## src/sv/assert_macros.svh

```systemverilog
// Assertion macros used by the RTL of the envelope sequencer.
`ifndef ASSERT_MACROS_SVH
`define ASSERT_MACROS_SVH

// Checks a property on every rising clock edge outside of reset.
`define ASSERT_CLK(label, clk, rst_n, prop) \
    label: assert property (@(posedge clk) disable iff (!rst_n) (prop)) \
        else $error("assertion failed");

// Checks that a condition never holds on a rising clock edge outside of reset.
`define ASSERT_NEVER(label, clk, rst_n, cond) \
    label: assert property (@(posedge clk) disable iff (!rst_n) !(cond)) \
        else $error("forbidden condition seen");

`endif

```

## src/sv/psgadsr_pkg.sv

```systemverilog
// Types and constants of the PSG ADSR envelope sequencer.
package psgadsr_pkg;

    localparam logic [3:0] FRAME_RELOAD = 4'd14;
    localparam logic [7:0] SUSTAIN_WAIT = 8'd7;
    localparam logic [3:0] ENV_DIR_INC  = 4'd8;
    localparam logic [11:0] ECHO_ROUND  = 12'hFF;

    typedef enum logic [1:0] {
        REQ_TICK     = 2'd0,
        REQ_NOTE_ON  = 2'd1,
        REQ_NOTE_OFF = 2'd2
    } t_req;

    typedef enum logic [1:0] {
        PH_RELEASE = 2'd0,
        PH_SUSTAIN = 2'd1,
        PH_DECAY   = 2'd2,
        PH_ATTACK  = 2'd3
    } t_phase;

    typedef enum logic [1:0] {
        GO_STEP = 2'd0,
        GO_DONE = 2'd1,
        GO_OFF  = 2'd2
    } t_go;

    // Envelope values that one frame tick works on.
    typedef struct packed {
        t_phase      phase;
        logic [7:0]  volume;
        logic [7:0]  step;
        logic        echo_on;
        logic        vol_flag;
        logic [3:0]  nib;
        t_go         go;
    } t_work;

    // Values that stay fixed for the whole frame tick.
    typedef struct packed {
        logic [3:0] peak;
        logic [3:0] hold;
        logic [2:0] attack;
        logic [2:0] decay;
        logic [3:0] sustain;
        logic [2:0] release_rate;
        logic [3:0] echo_scaled;
        logic       wave;
    } t_ctx;

endpackage

```

## src/sv/psg_adsr_envelope_sequencer.sv

```systemverilog
// Top level of the PSG ADSR envelope sequencer with pseudo-echo.
// One input word is a note on, a note off or a frame tick; each gives exactly one result
// word. An accepted word sits in an input register, and the whole envelope update,
// including the double step on every fifteenth frame, is done by one pass of combinational
// logic into the channel state and the result register. A word is accepted on every cycle
// while results are taken. An accepted word passes through the input register and then the
// single update path into the result register, where its result becomes valid. While
// a finished result waits for the sink, the input register takes one more word and then
// holds the input side off. The wave_mode register is written over its own channel; the user
// must write it only while no word is in flight, which the block itself does not enforce.
`include "assert_macros.svh"

module psg_adsr_envelope_sequencer
    import psgadsr_pkg::*;
(
    input  logic        i_clk,
    input  logic        i_rst_n,
    input  logic        i_cfg_valid,
    output logic        o_cfg_ready,
    input  logic [0:0]  i_cfg_data,     // wave_mode
    input  logic        s_axis_tvalid,
    output logic        s_axis_tready,
    // attack_rate, decay_rate, sustain_level, release_rate, echo_volume,
    // echo_frames, peak_goal, hold_goal, zero fill
    input  logic [39:0] s_axis_tdata,
    input  logic [1:0]  s_axis_tuser,   // req_type
    output logic        m_axis_tvalid,
    input  logic        m_axis_tready,
    // env_volume, step_nibble, volume_write, osc_off, active, zero fill
    output logic [15:0] m_axis_tdata
);

    // Configuration
    logic r_wave;

    // Input register
    logic        r_in_valid;
    logic [1:0]  r_in_req;
    logic [39:0] r_in_data;

    // Channel state
    t_phase      r_phase;
    logic        r_start_pend;
    logic        r_stop_pend;
    logic        r_echo_on;
    logic        r_sounding;
    logic [7:0]  r_volume;
    logic [7:0]  r_step;
    logic [7:0]  r_echo_left;
    logic [3:0]  r_frame;
    logic [3:0]  r_nibble;
    logic [2:0]  r_attack;
    logic [2:0]  r_decay;
    logic [3:0]  r_sustain;
    logic [2:0]  r_release;
    logic [7:0]  r_echo_vol;

    // Result register
    logic        r_out_valid;
    logic [15:0] r_out_data;

    // Next values
    t_phase      n_phase;
    logic        n_start_pend;
    logic        n_stop_pend;
    logic        n_echo_on;
    logic        n_sounding;
    logic [7:0]  n_volume;
    logic [7:0]  n_step;
    logic [7:0]  n_echo_left;
    logic [3:0]  n_frame;
    logic [3:0]  n_nibble;
    logic [2:0]  n_attack;
    logic [2:0]  n_decay;
    logic [3:0]  n_sustain;
    logic [2:0]  n_release;
    logic [7:0]  n_echo_vol;
    logic        n_vol_write;
    logic        n_osc_off;

    logic        w_in_accept;
    logic        w_advance;
    logic [3:0]  w_peak;
    logic [3:0]  w_hold;
    logic [11:0] w_echo_sum;

    function automatic logic f_not_positive(logic [7:0] v);
        f_not_positive = (v == 8'd0) || v[7];
    endfunction

    function automatic t_work f_echo_start(t_work w_in, t_ctx c);
        t_work w;
        w = w_in;
        w.volume = {4'd0, c.echo_scaled};
        if (c.echo_scaled == 4'd0) begin
            w.go = GO_OFF;
        end else begin
            w.echo_on  = 1'b1;
            w.vol_flag = 1'b1;
            if (!c.wave) begin
                w.nib = ENV_DIR_INC;
            end
            w.go = GO_DONE;
        end
        return w;
    endfunction

    // Only reached from the decay phase; the phase moves on to sustain, or to release when sustain is zero.
    function automatic t_work f_sustain_start(t_work w_in, t_ctx c);
        t_work w;
        w = w_in;
        if (c.sustain == 4'd0) begin
            w.phase = PH_RELEASE;
            w = f_echo_start(w, c);
        end else begin
            w.phase    = PH_SUSTAIN;
            w.vol_flag = 1'b1;
            if (!c.wave) begin
                w.nib = ENV_DIR_INC;
            end
            w.volume = {4'd0, c.hold};
            w.step   = SUSTAIN_WAIT;
            w.go     = GO_STEP;
        end
        return w;
    endfunction

    function automatic t_work f_decay_start(t_work w_in, t_ctx c);
        t_work w;
        w = w_in;
        w.phase = PH_DECAY;
        w.step  = {5'd0, c.decay};
        if (c.decay == 3'd0) begin
            w = f_sustain_start(w, c);
        end else begin
            w.vol_flag = 1'b1;
            w.volume   = {4'd0, c.peak};
            if (!c.wave) begin
                w.nib = {1'b0, c.decay};
            end
            w.go = GO_STEP;
        end
        return w;
    endfunction

    function automatic t_work f_env_step(t_work w_in, t_ctx c);
        t_work w;
        w = w_in;
        w.go = GO_STEP;
        if (w.step == 8'd0) begin
            if (c.wave) begin
                w.vol_flag = 1'b1;
            end
            case (w.phase)
                PH_RELEASE: begin
                    w.volume = w.volume - 8'd1;
                    if (f_not_positive(w.volume)) begin
                        w = f_echo_start(w, c);
                    end else begin
                        w.step = {5'd0, c.release_rate};
                    end
                end
                PH_SUSTAIN: begin
                    w.volume = {4'd0, c.hold};
                    w.step   = SUSTAIN_WAIT;
                end
                PH_DECAY: begin
                    w.volume = w.volume - 8'd1;
                    // Signed test: a wrapped volume counts as below the hold goal.
                    if (w.volume[7] || (w.volume <= {4'd0, c.hold})) begin
                        w = f_sustain_start(w, c);
                    end else begin
                        w.step = {5'd0, c.decay};
                    end
                end
                default: begin
                    w.volume = w.volume + 8'd1;
                    if (w.volume >= {4'd0, c.peak}) begin
                        w = f_decay_start(w, c);
                    end else begin
                        w.step = {5'd0, c.attack};
                    end
                end
            endcase
        end
        return w;
    endfunction

    assign o_cfg_ready   = 1'b1;
    assign w_advance     = r_in_valid && (!r_out_valid || m_axis_tready);
    assign s_axis_tready = !r_in_valid || w_advance;
    assign w_in_accept   = s_axis_tvalid && s_axis_tready;
    assign m_axis_tvalid = r_out_valid;
    assign m_axis_tdata  = r_out_data;

    assign w_peak     = r_in_data[32:29];
    assign w_hold     = r_in_data[36:33];
    // Pseudo-echo volume, rounded up; never exceeds 15.
    assign w_echo_sum = 12'(w_peak * r_echo_vol) + ECHO_ROUND;

    always_comb begin
        t_work w;
        t_ctx  c;
        logic  doubled;

        n_phase      = r_phase;
        n_start_pend = r_start_pend;
        n_stop_pend  = r_stop_pend;
        n_echo_on    = r_echo_on;
        n_sounding   = r_sounding;
        n_volume     = r_volume;
        n_step       = r_step;
        n_echo_left  = r_echo_left;
        n_frame      = r_frame;
        n_nibble     = r_nibble;
        n_attack     = r_attack;
        n_decay      = r_decay;
        n_sustain    = r_sustain;
        n_release    = r_release;
        n_echo_vol   = r_echo_vol;
        n_vol_write  = 1'b0;
        n_osc_off    = 1'b0;

        c.peak         = w_peak;
        c.hold         = w_hold;
        c.attack       = r_attack;
        c.decay        = r_decay;
        c.sustain      = r_sustain;
        c.release_rate = r_release;
        c.echo_scaled  = w_echo_sum[11:8];
        c.wave         = r_wave;

        w.phase    = r_phase;
        w.volume   = r_volume;
        w.step     = r_step;
        w.echo_on  = r_echo_on;
        w.vol_flag = 1'b0;
        w.nib      = r_nibble;
        w.go       = GO_DONE;

        n_frame = (r_frame != 4'd0) ? (r_frame - 4'd1) : FRAME_RELOAD;
        doubled = (n_frame == 4'd0);

        case (t_req'(r_in_req))
            REQ_NOTE_ON: begin
                n_frame      = r_frame;
                n_attack     = r_in_data[2:0];
                n_decay      = r_in_data[5:3];
                n_sustain    = r_in_data[9:6];
                n_release    = r_in_data[12:10];
                n_echo_vol   = r_in_data[20:13];
                n_echo_left  = r_in_data[28:21];
                n_phase      = PH_RELEASE;
                n_start_pend = 1'b1;
                n_stop_pend  = 1'b0;
                n_echo_on    = 1'b0;
                n_sounding   = 1'b1;
            end
            REQ_NOTE_OFF: begin
                n_frame = r_frame;
                if (r_sounding) begin
                    n_stop_pend = 1'b1;
                end
            end
            REQ_TICK: begin
                if (r_sounding) begin
                    if (r_start_pend) begin
                        if (r_stop_pend) begin
                            w.go = GO_OFF;
                        end else begin
                            w.phase    = PH_ATTACK;
                            n_start_pend = 1'b0;
                            w.echo_on  = 1'b0;
                            w.vol_flag = 1'b1;
                            if (!r_wave) begin
                                w.nib = {1'b1, r_attack};
                            end
                            w.step = {5'd0, r_attack};
                            if (r_attack != 3'd0) begin
                                w.volume = 8'd0;
                                w.go     = GO_STEP;
                            end else begin
                                w = f_decay_start(w, c);
                            end
                        end
                    end else if (r_echo_on) begin
                        n_echo_left = r_echo_left - 8'd1;
                        w.go = f_not_positive(n_echo_left) ? GO_OFF : GO_DONE;
                    end else if (r_stop_pend && (r_phase != PH_RELEASE)) begin
                        w.phase = PH_RELEASE;
                        w.step  = {5'd0, r_release};
                        if (r_release != 3'd0) begin
                            w.vol_flag = 1'b1;
                            if (!r_wave) begin
                                w.nib = {1'b0, r_release};
                            end
                            w.go = GO_STEP;
                        end else begin
                            w = f_echo_start(w, c);
                        end
                    end else begin
                        w = f_env_step(w, c);
                    end

                    // The step counter runs once per frame, twice on the fifteenth frame.
                    if (w.go == GO_STEP) begin
                        w.step = w.step - 8'd1;
                        if (doubled) begin
                            w = f_env_step(w, c);
                            if (w.go == GO_STEP) begin
                                w.step = w.step - 8'd1;
                            end
                        end
                    end

                    n_volume = w.volume;
                    n_step   = w.step;
                    if (w.go == GO_OFF) begin
                        n_sounding   = 1'b0;
                        n_phase      = PH_RELEASE;
                        n_start_pend = 1'b0;
                        n_stop_pend  = 1'b0;
                        n_echo_on    = 1'b0;
                        n_osc_off    = 1'b1;
                    end else begin
                        n_phase     = w.phase;
                        n_echo_on   = w.echo_on;
                        n_vol_write = w.vol_flag;
                        if (w.vol_flag && !r_wave) begin
                            n_nibble = w.nib;
                        end
                    end
                end
            end
            default: begin
                n_frame = r_frame;
            end
        endcase
    end

    always_ff @(posedge i_clk) begin
        if (!i_rst_n) begin
            r_wave       <= 1'b0;
            r_in_valid   <= 1'b0;
            r_out_valid  <= 1'b0;
            r_phase      <= PH_RELEASE;
            r_start_pend <= 1'b0;
            r_stop_pend  <= 1'b0;
            r_echo_on    <= 1'b0;
            r_sounding   <= 1'b0;
            r_volume     <= 8'd0;
            r_step       <= 8'd0;
            r_echo_left  <= 8'd0;
            r_frame      <= 4'd0;
            r_nibble     <= 4'd0;
            r_attack     <= 3'd0;
            r_decay      <= 3'd0;
            r_sustain    <= 4'd0;
            r_release    <= 3'd0;
            r_echo_vol   <= 8'd0;
        end else begin
            if (i_cfg_valid) begin
                r_wave <= i_cfg_data[0];
            end
            if (w_in_accept) begin
                r_in_valid <= 1'b1;
            end else if (w_advance) begin
                r_in_valid <= 1'b0;
            end
            if (w_advance) begin
                r_out_valid <= 1'b1;
            end else if (m_axis_tready) begin
                r_out_valid <= 1'b0;
            end
            if (w_advance) begin
                r_phase      <= n_phase;
                r_start_pend <= n_start_pend;
                r_stop_pend  <= n_stop_pend;
                r_echo_on    <= n_echo_on;
                r_sounding   <= n_sounding;
                r_volume     <= n_volume;
                r_step       <= n_step;
                r_echo_left  <= n_echo_left;
                r_frame      <= n_frame;
                r_nibble     <= n_nibble;
                r_attack     <= n_attack;
                r_decay      <= n_decay;
                r_sustain    <= n_sustain;
                r_release    <= n_release;
                r_echo_vol   <= n_echo_vol;
            end
        end
    end

    // Payload registers carry no reset.
    always_ff @(posedge i_clk) begin
        if (w_in_accept) begin
            r_in_req  <= s_axis_tuser;
            r_in_data <= s_axis_tdata;
        end
        if (w_advance) begin
            r_out_data <= {5'd0, n_sounding, n_osc_off, n_vol_write,
                           (r_wave ? 4'd0 : n_nibble), n_volume[3:0]};
        end
    end

    `ASSERT_CLK(a_frame_range, i_clk, i_rst_n, r_frame <= FRAME_RELOAD)
    `ASSERT_NEVER(a_off_and_write, i_clk, i_rst_n, r_out_valid && r_out_data[8] && r_out_data[9])
    `ASSERT_NEVER(a_off_but_active, i_clk, i_rst_n, r_out_valid && r_out_data[9] && r_out_data[10])
    `ASSERT_CLK(a_state_holds, i_clk, i_rst_n, !w_advance |=> $stable(r_frame) && $stable(r_volume))
    `ASSERT_NEVER(a_pending_silent, i_clk, i_rst_n, !r_sounding && (r_start_pend || r_echo_on))

endmodule
```

## config.mk

```make
export PLATFORM = sky130hd
export DESIGN_NAME = psg_adsr_envelope_sequencer
export DESIGN_NICKNAME = d
export VERILOG_FILES = /design/src/sv/psgadsr_pkg.sv /design/src/sv/psg_adsr_envelope_sequencer.sv
export VERILOG_INCLUDE_DIRS = /design/src /design/src/sv
export SDC_FILE = /design/constraint.sdc
export NUM_CORES = 1
export LEC_CHECK = 0
export ABC_CLOCK_PERIOD_IN_PS = 7100
export BUFFER_PORTS_ARGS = -buffer_cell sky130_fd_sc_hd__buf_2
export CORE_ASPECT_RATIO = 0.9
export CORE_MARGIN = 5
export CORE_UTILIZATION = 55
export DETAILED_ROUTE_END_ITERATION = 7
export GPL_TIMING_DRIVEN = 0
export PLACE_DENSITY = 0.74
export SLEW_MARGIN = 0
export SYNTH_ARGS = -nofsm -noshare
export SYNTH_HDL_FRONTEND = slang
export SYNTH_SLANG_ARGS = --single-unit
```

## constraint.sdc

```tcl
create_clock -name i_clk -period 7.1 [get_ports i_clk]
set_clock_uncertainty 0.05 [all_clocks]
set_input_delay 0.355 -clock i_clk [delete_from_list [all_inputs] [get_ports i_clk]]
set_output_delay 0.355 -clock i_clk [all_outputs]
set_load 0.1 [all_outputs]
```

# ---- Word-level counts from Yosys, hierarchy flattened
# Index checks and enable logic that the tools add are counted.
dict set report totals {
  reg_bits 112
}
dict set report op_classes {
  order_cmp 4
  bitwise 2
  addsub 9
  mux 122
  n_eq_ne 12
  n_reduce_logical 44
  mul 1
}
# op n
set op_table {}
lappend op_table {{$mux 26} 14}
lappend op_table {{$mux 8} 20}
lappend op_table {{$pmux 16 s3} 2}
lappend op_table {{$mux 17} 4}
lappend op_table {{$mux 4} 15}
lappend op_table {{$mux 7} 7}
lappend op_table {{$mux 24} 2}
lappend op_table {{$pmux 8 s3} 2}
lappend op_table {{$logic_not 8->1} 5}
lappend op_table {{$mux 10} 4}
lappend op_table {{$sub 8x1->8 const B} 5}
lappend op_table {{$mux 1} 27}
lappend op_table {{$mux 9} 3}
lappend op_table {{$mux 6} 4}
lappend op_table {{$mux 2} 9}
lappend op_table {{$add 8x1->8 const B} 2}
lappend op_table {{$ge 8x4->1} 2}
lappend op_table {{$le 8x4->1} 2}
lappend op_table {{$pmux 8 s2} 1}
lappend op_table {{$mux 14} 1}
lappend op_table {{$add 12x8->12 const B} 1}
lappend op_table {{$logic_not 4->1} 3}
lappend op_table {{$mul 4x8->12} 1}
lappend op_table {{$pmux 2 s3} 2}
lappend op_table {{other kinds (20)} 56}

# ---- Depth between registers and ports, before layout
dict set report logic_depth {
  depth_word 40
  ltp_mapped 39
}

# ---- Least setup slack after synthesis
# No wires, ideal clock.
dict set report synth_path {
  kind {register to register}
  start {reg r_in_data[31]}
  end {reg r_step[4]}
  path_buffers 2
  arrival_time_ns 7.638
  setup_ns 0.129
  path_stages_with_launch 40
  path_slack_ns -0.716
  required_ns 6.921
  path_cell_list {edfxtp_1 clkbuf_1 nand2_1 ha_1 inv_1 fa_1 inv_1 fa_1 inv_1 ha_1 a211oi_1 nor2_1 a211o_1 xnor2_1 o211ai_1 a211oi_1 o21a_1 inv_1 (+4 left out) a21o_1 a21oi_1 a21boi_0 o21ai_0 nor2_1 o21a_1 o2111ai_2 and2_4 buf_6 o311a_1 o21bai_1 o221ai_1 inv_1 ha_1 nor4b_1 a31oi_1 nand4_1 o211ai_1}
}
dict set report synth_via {
  elab_chain_len 28
}
# item line_no
set synth_lines {}
lappend synth_lines {{from (decl)} psg_adsr_envelope_sequencer.sv:39} ;# logic [39:0] r_in_data;
lappend synth_lines {{from (signal assigned)} psg_adsr_envelope_sequencer.sv:399} ;# r_in_data <= s_axis_tdata;
lappend synth_lines {{$mul 4x8->12} psg_adsr_envelope_sequencer.sv:199} ;# assign w_echo_sum = 12'(w_peak * r_echo_vol) + ECHO_ROUND;
lappend synth_lines {{$add 12x8->12} psg_adsr_envelope_sequencer.sv:199}
lappend synth_lines {{$mux 17} psg_adsr_envelope_sequencer.sv:112} ;# if (c.sustain == 4'd0) begin
lappend synth_lines {{$mux 8} -}
lappend synth_lines {{$mux 10} psg_adsr_envelope_sequencer.sv:178} ;# if (w.volume >= {4'd0, c.peak}) begin
lappend synth_lines {{$pmux 16 s3} psg_adsr_envelope_sequencer.sv:154} ;# case (w.phase)
lappend synth_lines {{$mux 26} psg_adsr_envelope_sequencer.sv:150} ;# if (w.step == 8'd0) begin
lappend synth_lines {{$mux 26} psg_adsr_envelope_sequencer.sv:289} ;# end else if (r_stop_pend && (r_phase != PH_RELEASE)) begin
lappend synth_lines {{(+12 left out)} -}
lappend synth_lines {{$mux 26} psg_adsr_envelope_sequencer.sv:266} ;# if (r_sounding) begin
lappend synth_lines {{$mux 26} psg_adsr_envelope_sequencer.sv:244} ;# case (t_req'(r_in_req))
lappend synth_lines {{$sub 8x1->8 / $logic_not 2->1 (equally long branches)} {psg_adsr_envelope_sequencer.sv:311, psg_adsr_envelope_sequencer.sv:310}}
lappend synth_lines {{$mux 8} psg_adsr_envelope_sequencer.sv:310} ;# if (w.go == GO_STEP) begin
lappend synth_lines {{$mux 26} psg_adsr_envelope_sequencer.sv:308} ;# if (doubled) begin
lappend synth_lines {{$mux 26 *} psg_adsr_envelope_sequencer.sv:306} ;# if (w.go == GO_STEP) begin
lappend synth_lines {{$mux 26 *} psg_adsr_envelope_sequencer.sv:266}
lappend synth_lines {{$mux 26 *} psg_adsr_envelope_sequencer.sv:244}
lappend synth_lines {{to (signal assigned)} psg_adsr_envelope_sequencer.sv:382} ;# r_step <= n_step;
lappend synth_lines {{to (decl)} psg_adsr_envelope_sequencer.sv:48} ;# logic [7:0] r_step;
# Mark *: on every way between the ends. The rest lies on a longest branch, timed or not. The select of a mux whose other input is x is not followed.
# A chain may end at the register's enable or synchronous reset.

# ---- Final worst setup path
dict set report layout_path {
  start {reg r_in_data[31]}
  end {reg r_step[6]}
}
# The elaborated chain is that of the path after synthesis.

==> impl_metrics.prom <==
# TYPE chip_impl_metric gauge
chip_impl_metric{name="first_global_vias",unit=""} 10100
chip_impl_metric{name="synth.ff_latch_count",unit=""} 112
chip_impl_metric{name="post_synth_and_or_nand_nor_area_fraction",unit="%"} 23.4
chip_impl_metric{name="drt_iter0_drc",unit=""} 1437
chip_impl_metric{name="post_drt_wl_per_cell",unit="µm"} 22.2
chip_impl_metric{name="grt-ovfl-total",unit=""} 0
chip_impl_metric{name="postSynth.asyncResetShare",unit="%"} 0
chip_impl_metric{name="setup-tns-final",unit="ns"} -10.51
chip_impl_metric{name="worst_slack",unit="ns"} -0.576
chip_impl_metric{name="initial_core_util",unit="%"} 55.3
chip_impl_metric{name="inserted_diodes",unit=""} 0
chip_impl_metric{name="power_frac_comb",unit="%"} 44.5
chip_impl_metric{name="cts_sinks",unit=""} 112
chip_impl_info{name="min_delay_worst_type",value="in -> reg"} 1
chip_impl_metric{name="synth_adder_area_share",unit="%"} 9.18
chip_impl_info{name="cell_family_with_most_cp_delay",value="compound AO/OA/AOI/OAI gates"} 1
chip_impl_metric{name="yosysWarnings",unit=""} 0
chip_impl_metric{name="grt_max_degree",unit=""} 40
chip_impl_metric{name="die-area",unit="µm²"} 21100
chip_impl_info{name="crit_path_start_kind",value="flop"} 1
chip_impl_metric{name="cts_hold_buffers",unit=""} 0
chip_impl_metric{name="syn_avg_cell_area",unit="µm²"} 7.91
chip_impl_info{name="worst_setup_path_end_kind",value="flop"} 1
chip_impl_metric{name="finalWirelength",unit="µm"} 37100
chip_impl_metric{name="layout.nets",unit=""} 1537
chip_impl_metric{name="final.min_clock_period",unit="ns"} 7.68
chip_impl_metric{name="finalMaxSlewViolations",unit=""} 0
chip_impl_metric{name="clockBufferDepth",unit=""} 2
chip_impl_metric{name="yosys-mux-area-fraction",unit="%"} 2.11
chip_impl_metric{name="power.share.switching",unit="%"} 40.1
chip_impl_info{name="critical-path-top-cell-by-count",value="sky130_fd_sc_hd__ha_4"} 1
chip_impl_metric{name="worst_ir_drop_vdd",unit="µV"} 162
chip_impl_info{name="violations",value="negative setup slack"} 1
chip_impl_metric{name="cell_internal_pwr",unit="mW"} 1.38
chip_impl_metric{name="final-setup-viol-count",unit=""} 33
chip_impl_metric{name="grt.total_usage",unit="%"} 32.8
chip_impl_metric{name="ratio_of_routed_vias_to_standard_cells",unit=""} 6.64
chip_impl_metric{name="synth_sequential_area_ratio",unit="%"} 27.3
chip_impl_metric{name="dp_hpwl",unit="µm"} 26300
chip_impl_metric{name="crit_path_max_incr_delay",unit="ns"} 0.52
chip_impl_metric{name="p_switching",unit="µW"} 925
chip_impl_metric{name="tritoncts.num_buffers",unit=""} 9
chip_impl_metric{name="hold_ws",unit="ns"} 0.0977
chip_impl_metric{name="critical_path.n_buffers_inverters",unit=""} 8
chip_impl_metric{name="insertion_delay",unit="ns"} 0.37
chip_impl_info{name="yosys_most_used_dff",value="sky130_fd_sc_hd__dfxtp_1"} 1
chip_impl_metric{name="share_clk_of_total_power",unit="%"} 24.6
chip_impl_metric{name="buffer_ports.inserted",unit=""} 56
chip_impl_metric{name="power.sequential.fraction",unit="%"} 30.8
chip_impl_metric{name="antenna_found_initial",unit=""} 2
chip_impl_metric{name="gpl.final_weighted_congestion",unit=""} 1.06
chip_impl_info{name="setup_repair_after_global_routing_missed_its_margin",value="yes"} 1
chip_impl_info{name="critical-path-slowest-cell",value="sky130_fd_sc_hd__fa_1"} 1
chip_impl_metric{name="final_layout_size_suffix_gt1_share",unit="%"} 24.9
chip_impl_metric{name="power_per_cell_area",unit="nW/µm²"} 183
chip_impl_metric{name="syn2layout_area_growth",unit="%"} 25.6
chip_impl_info{name="cts_tree",value="done"} 1
chip_impl_metric{name="clock_tree.htree_level_count",unit=""} 3
chip_impl_metric{name="total_leakage_power",unit="nW"} 4.83
chip_impl_metric{name="ant_nets",unit=""} 0
chip_impl_metric{name="worst_pin_slew",unit="ns"} 1.28
chip_impl_metric{name="synth-compound-area-share",unit="%"} 28.8
chip_impl_metric{name="ys_types",unit=""} 113
chip_impl_metric{name="die_span_in_x",unit="µm"} 153
chip_impl_info{name="synth_top_family_by_area",value="compound AO/OA/AOI/OAI gates"} 1
chip_impl_metric{name="wire_length_of_the_first_global_routing_pass",unit="µm"} 55800
chip_impl_metric{name="cap_violations",unit=""} 0
chip_impl_metric{name="clock.fmax",unit="MHz"} 130
chip_impl_metric{name="row_count",unit=""} 47
chip_impl_metric{name="post_synth_xor_area_fraction",unit="%"} 2.70
chip_impl_metric{name="vias",unit=""} 11100
chip_impl_metric{name="clk_pin_slew",unit="ns"} 0.10
chip_impl_metric{name="iteration_count_of_the_initial_detailed_routing_pass",unit=""} 7
chip_impl_metric{name="critPathMaxFanout",unit=""} 7
chip_impl_info{name="crit_type",value="reg -> reg"} 1
chip_impl_metric{name="synth-edff-count",unit=""} 50
chip_impl_metric{name="place_ws",unit="ns"} -1.21
chip_impl_metric{name="num_io_pins",unit=""} 67
chip_impl_info{name="root_buffer_master",value="sky130_fd_sc_hd__clkbuf_16"} 1
chip_impl_metric{name="synth_area",unit="µm²"} 10100
chip_impl_metric{name="slew_headroom",unit="%"} 13.7
chip_impl_metric{name="die_y",unit="µm"} 138
chip_impl_metric{name="timing_hold_violations_final",unit=""} 0
chip_impl_info{name="result_of_the_run",value="finished, violations left"} 1
chip_impl_metric{name="synthCells",unit=""} 1271
chip_impl_metric{name="core_area",unit="µm²"} 18200
chip_impl_metric{name="critPathArrivalTime",unit="ns"} 7.93
chip_impl_metric{name="detail_route.drc_violations",unit=""} 0
chip_impl_metric{name="finalCritPeriodShare",unit="%"} 108
chip_impl_metric{name="worst-endpoint-required",unit="ns"} 7.35
==> through the flow <==
stage | power (mW) | std cells | utilization (%) | area [µm²]
after floorplan | 1.25 | 1275 | - | 10200
after global placement | 1.43 | 1576 | 59.5 | 10800
after detailed placement | 1.43 | 1577 | 59.6 | 10800
after CTS | 2.11 | 1635 | 65.5 | 11900
after global routing | 2.39 | 1673 | 69.5 | 12600
final | 2.31 | 1673 | 69.5 | 12600
==> synthesized netlist by cell type, drive strengths merged, types with 19 or more instances <==
library cell  count  area share (%)
nand2           171             6.5
nor2            120             4.7
a21oi           106             5.3
o21ai            85             4.3
inv              69             2.6
dfxtp            62              12
clkbuf           59             2.2
ha               53             6.6
edfxtp           50              15
nor3             33             1.8
nand3            26             1.3
a211oi           25             2.1
buf              25             1.7
and2             22             1.4
mux2i            19             1.9
o211ai           19             1.4
==> sequential cells by signal (all words and copies together), names as in the netlist, 3 cells and up <==
register	cells
m_axis_tdata	11
r_attack	3
r_decay	3
r_echo_left	8
r_echo_vol	8
r_frame	4
r_in_data	37
r_nibble	4
r_release	3
r_step	8
r_sustain	4
r_volume	8
==> power by group through the flow <==
stage	logic (mW)	registers (mW)	clock network, mW
final	1.03	0.712	0.568
after global routing	1.08	0.714	0.599
after CTS	0.822	0.710	0.575
after detailed placement	0.709	0.724	0
after global placement	0.703	0.725	0
after floorplan	0.506	0.740	0
==> cell usage in the layout (no fill, tap or decap), drive strengths merged, types with 8 or more instances in the layout <==
cell type and instances:
o21ai 85, nor4 17, nor2 120, buf 166, xor2 10, nand3 26, a2111oi 8, a31oi 16
xnor2 18, ha 53, o31ai 14, o21a 11, edfxtp 50, fa 13, a21oi 106, or3 18
clkbuf 64, mux2i 19, inv 75, a21boi 9, dfxtp 62, a221oi 8, and2 22, nand4 14
nor3 33, o211ai 19, a21o 11, a211oi 25, nand2b 13, or2 9, o22ai 13, nand2 171
==> layer usage <==
metal	vias up	share of wire, %	track usage, %
met2	770	42	48.7
met1	5168	39	45.9
li1	4988	-	-
met5	-	0.073	0
met3	178	13	6.69
met4	4	5.3	15.5
==> final cells by class <==
| type | count | area (µm²) |
|---|---|---|
| clock inverters | 7 | 93.8 |
| well taps | 245 | 307 |
| repair buffers | 138 | 947 |
| clock buffers | 9 | 225 |
| multi-input cells | 1009 | 7590 |
| flip-flops and latches | 112 | 2750 |
| inverters | 70 | 273 |
| fillers | 1425 | 5540 |
| plain buffers | 83 | 443 |
==> logic make-up after synthesis <==
group | Yosys count
other cells | 2
mux | 21
xor+xnor | 28
simple gates | 478
fa+ha+maj | 66
compound gates | 410
flops | 112
buf+inv | 154
==> worst paths after layout <==
check	depth (start not counted)	start	end	slack (ns)
worst max register to register	39	r_in_data[31]	r_step[6]	-0.58
worst max-delay path	39	r_in_data[31]	r_step[6]	-0.58
worst min register to register	2	r_sustain[0]	r_sustain[0]	0.43
worst min-delay path	1	s_axis_tdata[35]	r_in_data[35]	0.1
==> repair_timing <==
| item | in CTS | in global routing |
|---|---|---|
| buffers inserted | 43 | 39 |
| cloned | 0 | 0 |
| hold endpoints to repair | 0 | 0 |
| setup endpoints to repair | 36 | 37 |
| pin swaps | 52 | 61 |
| resized for setup | 87 | 101 |
Note: power is estimated with default switching activity, not from simulation.
